`config.mk`:
```
export PLATFORM = sky130hd
export DESIGN_NAME = sorted_priority_queue_top
export DESIGN_NICKNAME = d
export VERILOG_FILES = /design/src/hw/rtl/spq_pkg.sv /design/src/hw/rtl/spq_cell.sv /design/src/hw/rtl/sorted_priority_queue_top.sv
export SDC_FILE = /design/constraint.sdc
export NUM_CORES = 2
export LEC_CHECK = 0
export BUFFER_PORTS_ARGS = -buffer_cell sky130_fd_sc_hd__buf_2
export CELL_PAD_IN_SITES_DETAIL_PLACEMENT = 1
export CELL_PAD_IN_SITES_GLOBAL_PLACEMENT = 2
export CORE_ASPECT_RATIO = 1.1
export CORE_MARGIN = 5
export CORE_UTILIZATION = 47
export CTS_BUF_LIST = sky130_fd_sc_hd__clkbuf_4 sky130_fd_sc_hd__clkbuf_8
export DETAILED_ROUTE_END_ITERATION = 10
export GPL_ROUTABILITY_DRIVEN = 0
export GPL_TIMING_DRIVEN = 0
export PLACE_DENSITY = 0.95
export SYNTH_ARGS = -nofsm -noshare
export SYNTH_HDL_FRONTEND = slang
export SYNTH_SLANG_ARGS = --single-unit
```
`constraint.sdc`:
```
create_clock -name clk -period 11.65 [get_ports clk]
set_clock_uncertainty 0.2 [all_clocks]
set_input_delay 0 -clock clk [delete_from_list [all_inputs] [get_ports clk]]
set_output_delay 0 -clock clk [all_outputs]
set_load 0.05 [all_outputs]
```
`src/hw/rtl/spq_pkg.sv`:
```
// shared types and constants for the sorted priority queue
package spq_pkg;

  localparam int CAPACITY   = 16;
  localparam int KEY_WIDTH  = 16;
  localparam int DATA_WIDTH = 16;
  localparam int CNT_W      = $clog2(CAPACITY + 1);

  typedef enum logic [1:0] {
    OP_INSERT  = 2'd0,
    OP_EXTRACT = 2'd1,
    OP_PEEK    = 2'd2,
    OP_NONE    = 2'd3
  } opcode_t;

  typedef enum logic [1:0] {
    ST_OK    = 2'd0,
    ST_EMPTY = 2'd1,
    ST_FULL  = 2'd2,
    ST_RSVD  = 2'd3
  } status_t;

  typedef struct packed {
    logic [1:0]            opcode;
    logic [KEY_WIDTH-1:0]  item_key;
    logic [DATA_WIDTH-1:0] item_payload;
  } in_req_t;

  typedef struct packed {
    logic [KEY_WIDTH-1:0]  out_key;
    logic [DATA_WIDTH-1:0] out_payload;
    logic [CNT_W-1:0]      entry_count;
    logic [1:0]            status;
  } out_res_t;

  typedef struct packed {
    logic [KEY_WIDTH-1:0]  key;
    logic [DATA_WIDTH-1:0] payload;
  } entry_t;

  // broadcast from the controller to every cell
  typedef struct packed {
    logic   ins_en;
    logic   ext_en;
    logic   largest_first;
    entry_t new_entry;
  } cell_ctrl_t;

endpackage

```
`src/hw/rtl/spq_cell.sv`:
```
// one slot of the sorted chain: holds an entry and shifts left or right
module spq_cell (
  input  logic                clk,
  input  spq_pkg::cell_ctrl_t ctrl,
  input  logic                cell_vld,
  input  logic                placed_in,
  input  spq_pkg::entry_t     left_entry,
  input  spq_pkg::entry_t     right_entry,
  output logic                placed_out,
  output spq_pkg::entry_t     entry
);
  import spq_pkg::*;

  entry_t entry_r;
  entry_t entry_nxt;
  logic   new_better;
  logic   flag;

  assign new_better = ctrl.largest_first ? (ctrl.new_entry.key > entry_r.key)
                                         : (ctrl.new_entry.key < entry_r.key);
  // an empty slot always accepts; equal keys keep arrival order
  assign flag       = !cell_vld || new_better;
  assign placed_out = placed_in || flag;

  always_comb begin
    entry_nxt = entry_r;
    if (ctrl.ins_en) begin
      if (placed_in) begin
        entry_nxt = left_entry;
      end else if (flag) begin
        entry_nxt = ctrl.new_entry;
      end
    end else if (ctrl.ext_en) begin
      entry_nxt = right_entry;
    end
  end

  always_ff @(posedge clk) begin
    entry_r <= entry_nxt;
  end

  assign entry = entry_r;

endmodule

```
`src/hw/rtl/sorted_priority_queue_top.sv`:
```
// sorted priority queue: controller, output register and the chain of cells
//
//  channel | direction | handshake        | payload
//  in_     | input     | in_valid/in_stall   | in_req_t (opcode, key, payload)
//  out_    | output    | out_valid/out_stall | out_res_t (key, payload, count, status)
//  cfg_    | input     | cfg_we              | largest_first bit
//
// every request is served in parallel: all cells compare against the new key at once
// and the result lands in the output register on the accepting edge.
// a new request is taken each cycle while the output register is empty or out_stall is low.
// out_stall holds the result and stalls the input until it is taken.
// reset clears the entry count, the output valid and largest_first.
module sorted_priority_queue_top (
  input  logic             clk,
  input  logic             rst_n,
  input  logic             in_valid,
  output logic             in_stall,
  input  spq_pkg::in_req_t in_data,
  output logic             out_valid,
  input  logic             out_stall,
  output spq_pkg::out_res_t out_data,
  input  logic             cfg_we,
  input  logic             cfg_wdata
);
  import spq_pkg::*;

  logic       largest_first_r;
  logic [CNT_W-1:0] occ_r;
  logic [CNT_W-1:0] occ_nxt;
  logic       out_valid_r;
  out_res_t   out_data_r;
  out_res_t   res_nxt;
  logic       in_acc;
  logic       is_empty;
  logic       is_full;
  cell_ctrl_t ctrl;
  entry_t     cell_entry [CAPACITY];
  logic       placed [CAPACITY+1];

  assign in_stall = out_valid_r && out_stall;
  assign in_acc   = in_valid && !in_stall;
  assign is_empty = (occ_r == '0);
  assign is_full  = (occ_r == CNT_W'(CAPACITY));

  always_comb begin
    ctrl.ins_en                = 1'b0;
    ctrl.ext_en                = 1'b0;
    ctrl.largest_first         = largest_first_r;
    ctrl.new_entry.key         = in_data.item_key;
    ctrl.new_entry.payload     = in_data.item_payload;
    res_nxt.out_key     = '0;
    res_nxt.out_payload = '0;
    res_nxt.status      = ST_OK;
    occ_nxt             = occ_r;
    case (opcode_t'(in_data.opcode))
      OP_INSERT: begin
        if (is_full) begin
          res_nxt.status = ST_FULL;
        end else begin
          ctrl.ins_en = in_acc;
          occ_nxt     = occ_r + CNT_W'(1);
        end
      end
      OP_EXTRACT, OP_PEEK: begin
        if (is_empty) begin
          res_nxt.status = ST_EMPTY;
        end else begin
          res_nxt.out_key     = cell_entry[0].key;
          res_nxt.out_payload = cell_entry[0].payload;
          if (opcode_t'(in_data.opcode) == OP_EXTRACT) begin
            ctrl.ext_en = in_acc;
            occ_nxt     = occ_r - CNT_W'(1);
          end
        end
      end
      default: begin
      end
    endcase
    res_nxt.entry_count = occ_nxt;
  end

  always_ff @(posedge clk) begin
    if (!rst_n) begin
      largest_first_r <= 1'b0;
      occ_r           <= '0;
      out_valid_r     <= 1'b0;
    end else begin
      if (cfg_we) begin
        largest_first_r <= cfg_wdata;
      end
      if (in_acc) begin
        occ_r       <= occ_nxt;
        out_valid_r <= 1'b1;
      end else if (!out_stall) begin
        out_valid_r <= 1'b0;
      end
    end
  end

  always_ff @(posedge clk) begin
    if (in_acc) begin
      out_data_r <= res_nxt;
    end
  end

  assign out_valid = out_valid_r;
  assign out_data  = out_data_r;

  // insertion point ripples from the head toward the tail
  assign placed[0] = 1'b0;

  for (genvar i = 0; i < CAPACITY; i++) begin : g_cell
    entry_t left_e;
    entry_t right_e;
    if (i == 0) begin : g_head
      assign left_e = cell_entry[0];
    end else begin : g_mid
      assign left_e = cell_entry[i-1];
    end
    if (i == CAPACITY - 1) begin : g_tail
      assign right_e = cell_entry[i];
    end else begin : g_body
      assign right_e = cell_entry[i+1];
    end
    spq_cell u_cell (
      .clk         (clk),
      .ctrl        (ctrl),
      .cell_vld    (occ_r > CNT_W'(i)),
      .placed_in   (placed[i]),
      .left_entry  (left_e),
      .right_entry (right_e),
      .placed_out  (placed[i+1]),
      .entry       (cell_entry[i])
    );
  end

  a_occ_bound: assert property (@(posedge clk) disable iff (!rst_n)
    occ_r <= CNT_W'(CAPACITY))
    else $error("entry count above capacity");

  a_res_follows: assert property (@(posedge clk) disable iff (!rst_n)
    in_acc |=> out_valid_r)
    else $error("accepted request produced no result");

  a_count_match: assert property (@(posedge clk) disable iff (!rst_n)
    out_valid_r |-> (out_data_r.entry_count == occ_r))
    else $error("reported count differs from stored count");

  a_full_drop: assert property (@(posedge clk) disable iff (!rst_n)
    (in_acc && in_data.opcode == OP_INSERT && is_full) |=>
      (occ_r == $past(occ_r) && out_data_r.status == ST_FULL))
    else $error("insert into full queue was not dropped");

endmodule
```
Yosys cells after proc, flatten, opt, wreduce, memory -nomap -nowiden
Index checks and enable logic that the tools add are counted.
{"block": "word_totals", "reg_bits": 558, "latchBits": 0, "mem_bits_rw": 0, "mem_bits_ro": 0, "out_inout_bits": 41, "n_memories": 0}
{"block": "op_classes", "n_addsub": 2, "mul": 0, "div_mod_pow": 0, "order_cmp": 48, "eq_ne": 19, "shifts": 0, "n_mux": 91, "n_bitwise": 1, "reduce_logical": 71}
{"operator": "32-bit 2-to-1 mux", "n": 61}
{"operator": "16-bit greater-than comparator", "n": 16}
{"operator": "16-bit < comparator", "n": 16}
{"operator": "3-bit by 1-bit != test with 1-bit output, second input constant", "n": 14}
{"operator": "5-bit by 4-bit greater-than comparator with 1-bit output, second input constant", "n": 8}
{"operator": "2-bit AND reduction", "n": 16}
{"operator": "1-bit logical OR", "n": 30}
{"operator": "1-bit 2-to-1 mux", "n": 24}
{"operator": "5-bit by 3-bit greater-than comparator with 1-bit output, second input constant", "n": 4}
{"operator": "1-bit logical NOT", "n": 17}
{"operator": "5-bit 2-to-1 mux", "n": 3}
{"operator": "5-bit by 1-bit greater-than comparator with 1-bit output, second input constant", "n": 2}
{"operator": "5-bit by 2-bit greater-than comparator with 1-bit output, second input constant", "n": 2}
{"operator": "5-bit one-hot mux with 2 select lines", "n": 1}
{"operator": "5-bit by 1-bit adder with 5-bit output, second input constant", "n": 1}
{"operator": "5-bit equality test, second input constant", "n": 1}
{"operator": "5-bit logical NOT", "n": 1}
{"operator": "5-bit by 1-bit subtractor with 5-bit output, second input constant", "n": 1}
{"operator": "2-bit by 1-bit != test with 1-bit output, second input constant", "n": 2}
{"operator": "2-bit one-hot mux with 2 select lines", "n": 1}
{"operator": "2-bit nonzero test", "n": 2}
{"operator": "2-bit OR reduction", "n": 2}
{"operator": "2-bit by 1-bit equality test with 1-bit output, second input constant", "n": 1}
{"operator": "2-bit equality test, second input constant", "n": 1}
{"operator": "4 further kinds", "n": 5}

Longest topological paths before layout
{"block": "logic_depth", "word_depth": 19, "mapped_depth": 14, "mapped_depth_nobuf": 11}

Cells and area by module
A second synthesis with hierarchy kept.
{"block": "hier_totals", "cells_unflattened": 3539, "hier_area_um2": 36122.1}
{"module": "spq_cell (g_cell[0].u_cell ...)", "n_inst": 14, "cells_per_inst": 209, "area_each_um2": 2119.5, "seq_area_each_um2": 960.9}
{"module": "spq_cell (g_cell[8].u_cell ...)", "n_inst": 2, "cells_per_inst": 209, "area_each_um2": 2102.0, "seq_area_each_um2": 960.9}
{"module": "sorted_priority_queue_top", "n_inst": 1, "cells_per_inst": 195, "area_each_um2": 2244.7, "seq_area_each_um2": 1311.3}

Least setup slack after synthesis
OpenSTA, ideal clock, no wires.
{"block": "synth_path", "path_type": "register -> register", "startpoint": "reg out_valid_r, in the netlist out_valid", "endpoint": "reg g_cell[1].u_cell.entry_r (netlist bit g_cell[1].u_cell.entry[0]), enable pin", "setup_time_ps": 432, "t_arrival_ps": 4823, "required_ps": 11018, "setup_slack_ps": 6195, "stages_incl_launch_ff": 8, "n_path_buf": 3, "path_cell_list": "dfxtp_1 and2_1 nor2b_1 clkbuf_1 clkbuf_1 nand2b_1 clkbuf_1 a21oi_1"}
{"block": "synth_via", "elab_chain_len": 8, "elab_cells_between_ends": 11, "cone_classes": "eq/ne (1); mux (5); reduce/logical (5)"}
{"item": "start: declaration", "line": "sorted_priority_queue_top.sv:30", "rtl": "logic out_valid_r;"}
{"item": "start signal: assignment", "line": "sorted_priority_queue_top.sv:86", "rtl": "out_valid_r <= 1'b0;"}
{"item": "start signal: assignment", "line": "sorted_priority_queue_top.sv:93", "rtl": "out_valid_r <= 1'b1;"}
{"item": "start signal: assignment", "line": "sorted_priority_queue_top.sv:95", "rtl": "out_valid_r <= 1'b0;"}
{"item": "1-bit logical AND (*)", "line": "sorted_priority_queue_top.sv:40", "rtl": "assign in_stall = out_valid_r && out_stall;"}
{"item": "via in_stall", "line": "sorted_priority_queue_top.sv:17", "rtl": "output logic in_stall,"}
{"item": "1-bit logical NOT (*)", "line": "sorted_priority_queue_top.sv:41", "rtl": "assign in_acc = in_valid && !in_stall;"}
{"item": "1-bit logical AND (*)", "line": "sorted_priority_queue_top.sv:41"}
{"item": "via in_acc", "line": "sorted_priority_queue_top.sv:33", "rtl": "logic in_acc;"}
{"item": "1-bit 2-to-1 mux", "line": "sorted_priority_queue_top.sv:70", "rtl": "if (opcode_t'(in_data.opcode) == OP_EXTRACT) begin"}
{"item": "1-bit 2-to-1 mux", "line": "sorted_priority_queue_top.sv:65", "rtl": "if (is_empty) begin"}
{"item": "1-bit 2-to-1 mux", "line": "sorted_priority_queue_top.sv:55", "rtl": "case (opcode_t'(in_data.opcode))"}
{"item": "2-bit nonzero test (no source line)"}
{"item": "2-bit AND reduction (no source line) (*)"}
{"item": "end signal: assignment", "line": "spq_cell.sv:39", "rtl": "entry_r <= entry_nxt;"}
{"item": "end: declaration", "line": "spq_cell.sv:14", "rtl": "entry_t entry_r;"}
Mark *: on every way through the listed nets, which the timed path passes. The rest lies on a longest branch.
A chain may end at the register's enable or synchronous reset.

Final worst setup path
{"block": "layout_path", "startpoint": "reg occ_r[0]", "endpoint": "reg g_cell[8].u_cell.entry_r (netlist bit g_cell[8].u_cell.entry[6]), enable pin"}
{"block": "layout_via", "elab_chain_len": 12, "elab_cells_between_ends": 43, "cone_classes": "order compare (9); eq/ne (2); mux (4); reduce/logical (28)"}
{"item": "start: declaration", "line": "sorted_priority_queue_top.sv:28", "rtl": "logic [CNT_W-1:0] occ_r;"}
{"item": "start signal: assignment", "line": "sorted_priority_queue_top.sv:92", "rtl": "occ_r <= occ_nxt;"}
{"item": "5-bit by 1-bit greater-than comparator with 1-bit output", "line": "sorted_priority_queue_top.sv:128", "rtl": ".cell_vld (occ_r > CNT_W'(i)),"}
{"item": "1-bit logical NOT", "line": "spq_cell.sv:22", "rtl": "assign flag = !cell_vld || new_better;"}
{"item": "1-bit logical OR", "line": "spq_cell.sv:22"}
{"item": "1-bit logical OR (7 in series)", "line": "spq_cell.sv:23", "rtl": "assign placed_out = placed_in || flag;"}
{"item": "3-bit by 1-bit != test with 1-bit output (no source line)"}
{"item": "2-bit AND reduction (no source line) (*)"}
{"item": "end signal: assignment", "line": "spq_cell.sv:39"}
{"item": "end: declaration", "line": "spq_cell.sv:14"}
Mark *: on every way between the ends. The rest lies on a longest branch, timed or not.

==> metrics <==
outcome finished, violations left; failing checks max-capacitance violations, max-slew violations; TritonRoute pass-1 iters 5; Post-Route WL 130500 µm; row count 104; Gate Count Post-Synth 3472; Worst path slowest cell a31oi_1; clock power share 39.5%; peak supply drop 0.1105 mV; fmax 144.5 MHz; IO Port Bufs 80; vias in the first global route 31990; # setup viols final 0; CTS Sinks 558; Psw 0.001422 W; Seq/Total Area, Yosys 48.11%; Die Width 269.0 µm; Synth Net Count 3776; area occupied by multi-input gates 16010 µm²; Post-synth top cells 551 x edfxtp_1, 394 x nand2_1, 280 x o21ai_0; Final Hold Viols 0; Int Power 0.003495 W; crit path capture type flop; Cell variety after synth 75; Slew Viols, Final 11; Synth area leaders edfxtp_1 48%, ha_1 9.5%, mux2i_1 5.1%; Core ar. 73130 µm²; max-cap violation count 2; post-synthesis register bit count 558; CTS Hold Bufs 36; most common cell in the synthesized netlist edfxtp_1; Main synth FF type edfxtp_1; boundary pin count 81; max incr delay on CP 1.19 ns; worst min-delay path class in -> reg; layout overhead on the synthesized area 12.84%; register area 16690 µm²; initial cell density of the core 47.43%; die height 294.9 µm; clock root buffer master clkbuf_8; Cell Area, Synth 34690 µm²; CP required 11.79 ns; crit-path max FO 32; WP buf/inv 5; # DRC 0; r2r setup slk 4.73 ns; layout cells sized above 1 9.757%; Sum Neg Setup Slack 0 ns; gr usage total 32.08%; crit path launch type flop; H-tree depth 3; vias 30320; CTS tree yes; CTS Buf Count 103; Syn Area/Cell 9.990 µm²; wire length per cell 27.48 µm; post-layout min period 6.921 ns; Nets 4010; sequential share of power 47.7%; unrepaired setup endpoints after global routing false; Clock transition at path regs 0.07 ns; cell taking the most area after synthesis edfxtp_1; Setup Crit Path Kind reg -> reg; Tightest Pin Transition 1.529 ns; via/cell ratio 6.387; die area 79340 µm²; worst path arrival time 7.06 ns; largest net degree at the start of global routing 36; fillers 8231; first-pass GRT wire length 194000 µm; P_leak 16.01 nW; post-CTS setup buffer count 0; initial antenna violation count 2; relative max-transition margin -1.949%; Synthesis Warnings 0; clk_lat worst skew 0.74 ns; Final period util 59.41%; Comb pwr share 12.8%; PwrDens 125.6 nW/µm²; post-DP HPWL 99830 µm; post-synth top area share 47.70%; crit-path cells clkbuf_1, inv_1, ha_1, clkbuf_1, a31oi_1, clkbuf_1, a21oi_1, nand2b_1, clkbuf_2, nor2_4; Post-synth ARST share 0%; post-route ant nets 0; maximum clock path buffer count 3; kind of cell adding the most delay to the critical path buffers and inverters; post_cts resized 0; utilization after layout 53.52%; DRT iter0 DRCs 3170; Post-synth EDFFs 551; critical path's most frequent cell clkbuf_1; Switching Fraction 28.92%; global route overflow 0
[layout make-up]
type                    count  area share [%]
repair buffers            129           2.704
flip-flops and latches    558           42.63
plain buffers             285           3.043
clock buffers             146           4.559
multi-input cells        2369           40.91
clock inverters            45          0.6010
inverters                 260           2.493
diodes                      1        0.006393
well taps                 954           3.050
[state kept, by name, indices dropped and copies added, names as in the netlist]
name and flops:
out_valid 1, largest_first_r 1, occ_r 5, g_cell.u_cell.entry 512
out_data 39
[layout by cell type, fill, tap and decap left out, types with 29 or more instances in the layout]
cell             n
nand3_1        105
ha_1           264
mux2i_1        178
o21ai_0        280
edfxtp_1       551
a31oi_1        122
and3_1          65
a21o_1          49
clkbuf_8       110
inv_1          259
a21oi_1        175
nand4_1         50
a221o_1        145
clkbuf_4        36
nor2_1         250
dlygate4sd3_1   36
buf_2          121
clkinv_1        29
clkbuf_1       223
nand2_1        394
nor3_1          63
[worst reg2reg max path, delay by kind of cell (launching register included)]
family / cells / cell delay [ns]
compound gates: 2 / 1.43
fa+ha+maj: 1 / 0.22
buf+inv: 5 / 2.58
flops: 1 / 0.40
simple gates: 2 / 1.70
[power by group through the flow]
stage               combinational [W]  clock [W]  sequential [W]
floorplan                    0.000342          0         0.00240
global placement             0.000559          0         0.00239
detailed placement           0.000601          0         0.00239
CTS                          0.000618    0.00194         0.00235
global route                 0.000679    0.00204         0.00235
finish                       0.000630    0.00194         0.00235
[routing by layer]
| layer | global-route usage (%) | up-vias | wire length (µm) | part of all wire, % |
|---|---|---|---|---|
| li1 | - | 13390 | - | - |
| met1 | 42.22 | 15250 | 53130 | 41 |
| met2 | 53.37 | 1378 | 61770 | 47 |
| met4 | 12.84 | 0 | 5839 | 4.5 |
| met5 | 0 | - | 0 | 0 |
| met3 | 4.976 | 307 | 9713 | 7.4 |
[path summary, 6_finish.rpt]
| check | startpoint | endpoint | depth (start not counted) |
|---|---|---|---|
| min | in_data[18] | g_cell[2].u_cell.entry[18] | 4 |
| min reg2reg | g_cell[1].u_cell.entry[2] | g_cell[0].u_cell.entry[2] | 1 |
| max reg2reg | occ_r[0] | g_cell[8].u_cell.entry[6] | 10 |
| max | occ_r[0] | g_cell[8].u_cell.entry[6] | 10 |
[through the flow]
step	worst slack, ns	total power [W]	std cells	hold slack, ns	cell area, µm²
after floorplan	6.195	0.002742	3472	-0.08221	34690
after global placement	3.264	0.002952	4506	0.02254	36280
after detailed placement	5.073	0.002988	4519	0.05705	36760
after CTS	5.059	0.004908	4746	0.1179	39140
after global routing	4.696	0.005070	4747	0.1358	39140
final	4.729	0.004917	4747	0.1619	39140
[kinds of logic (layout without fill, tap and decap cells)]
family,count (synthesis),in the layout,synth area share [%]
simple gates,1006,1006,13.22
compound gates,887,887,16.67
flops,558,558,48.11
buf+inv,545,865,6.241
fa+ha+maj,264,264,9.523
mux,212,212,6.241
other cells,0,1,0
No activity file was read; power rests on OpenSTA's default activity.
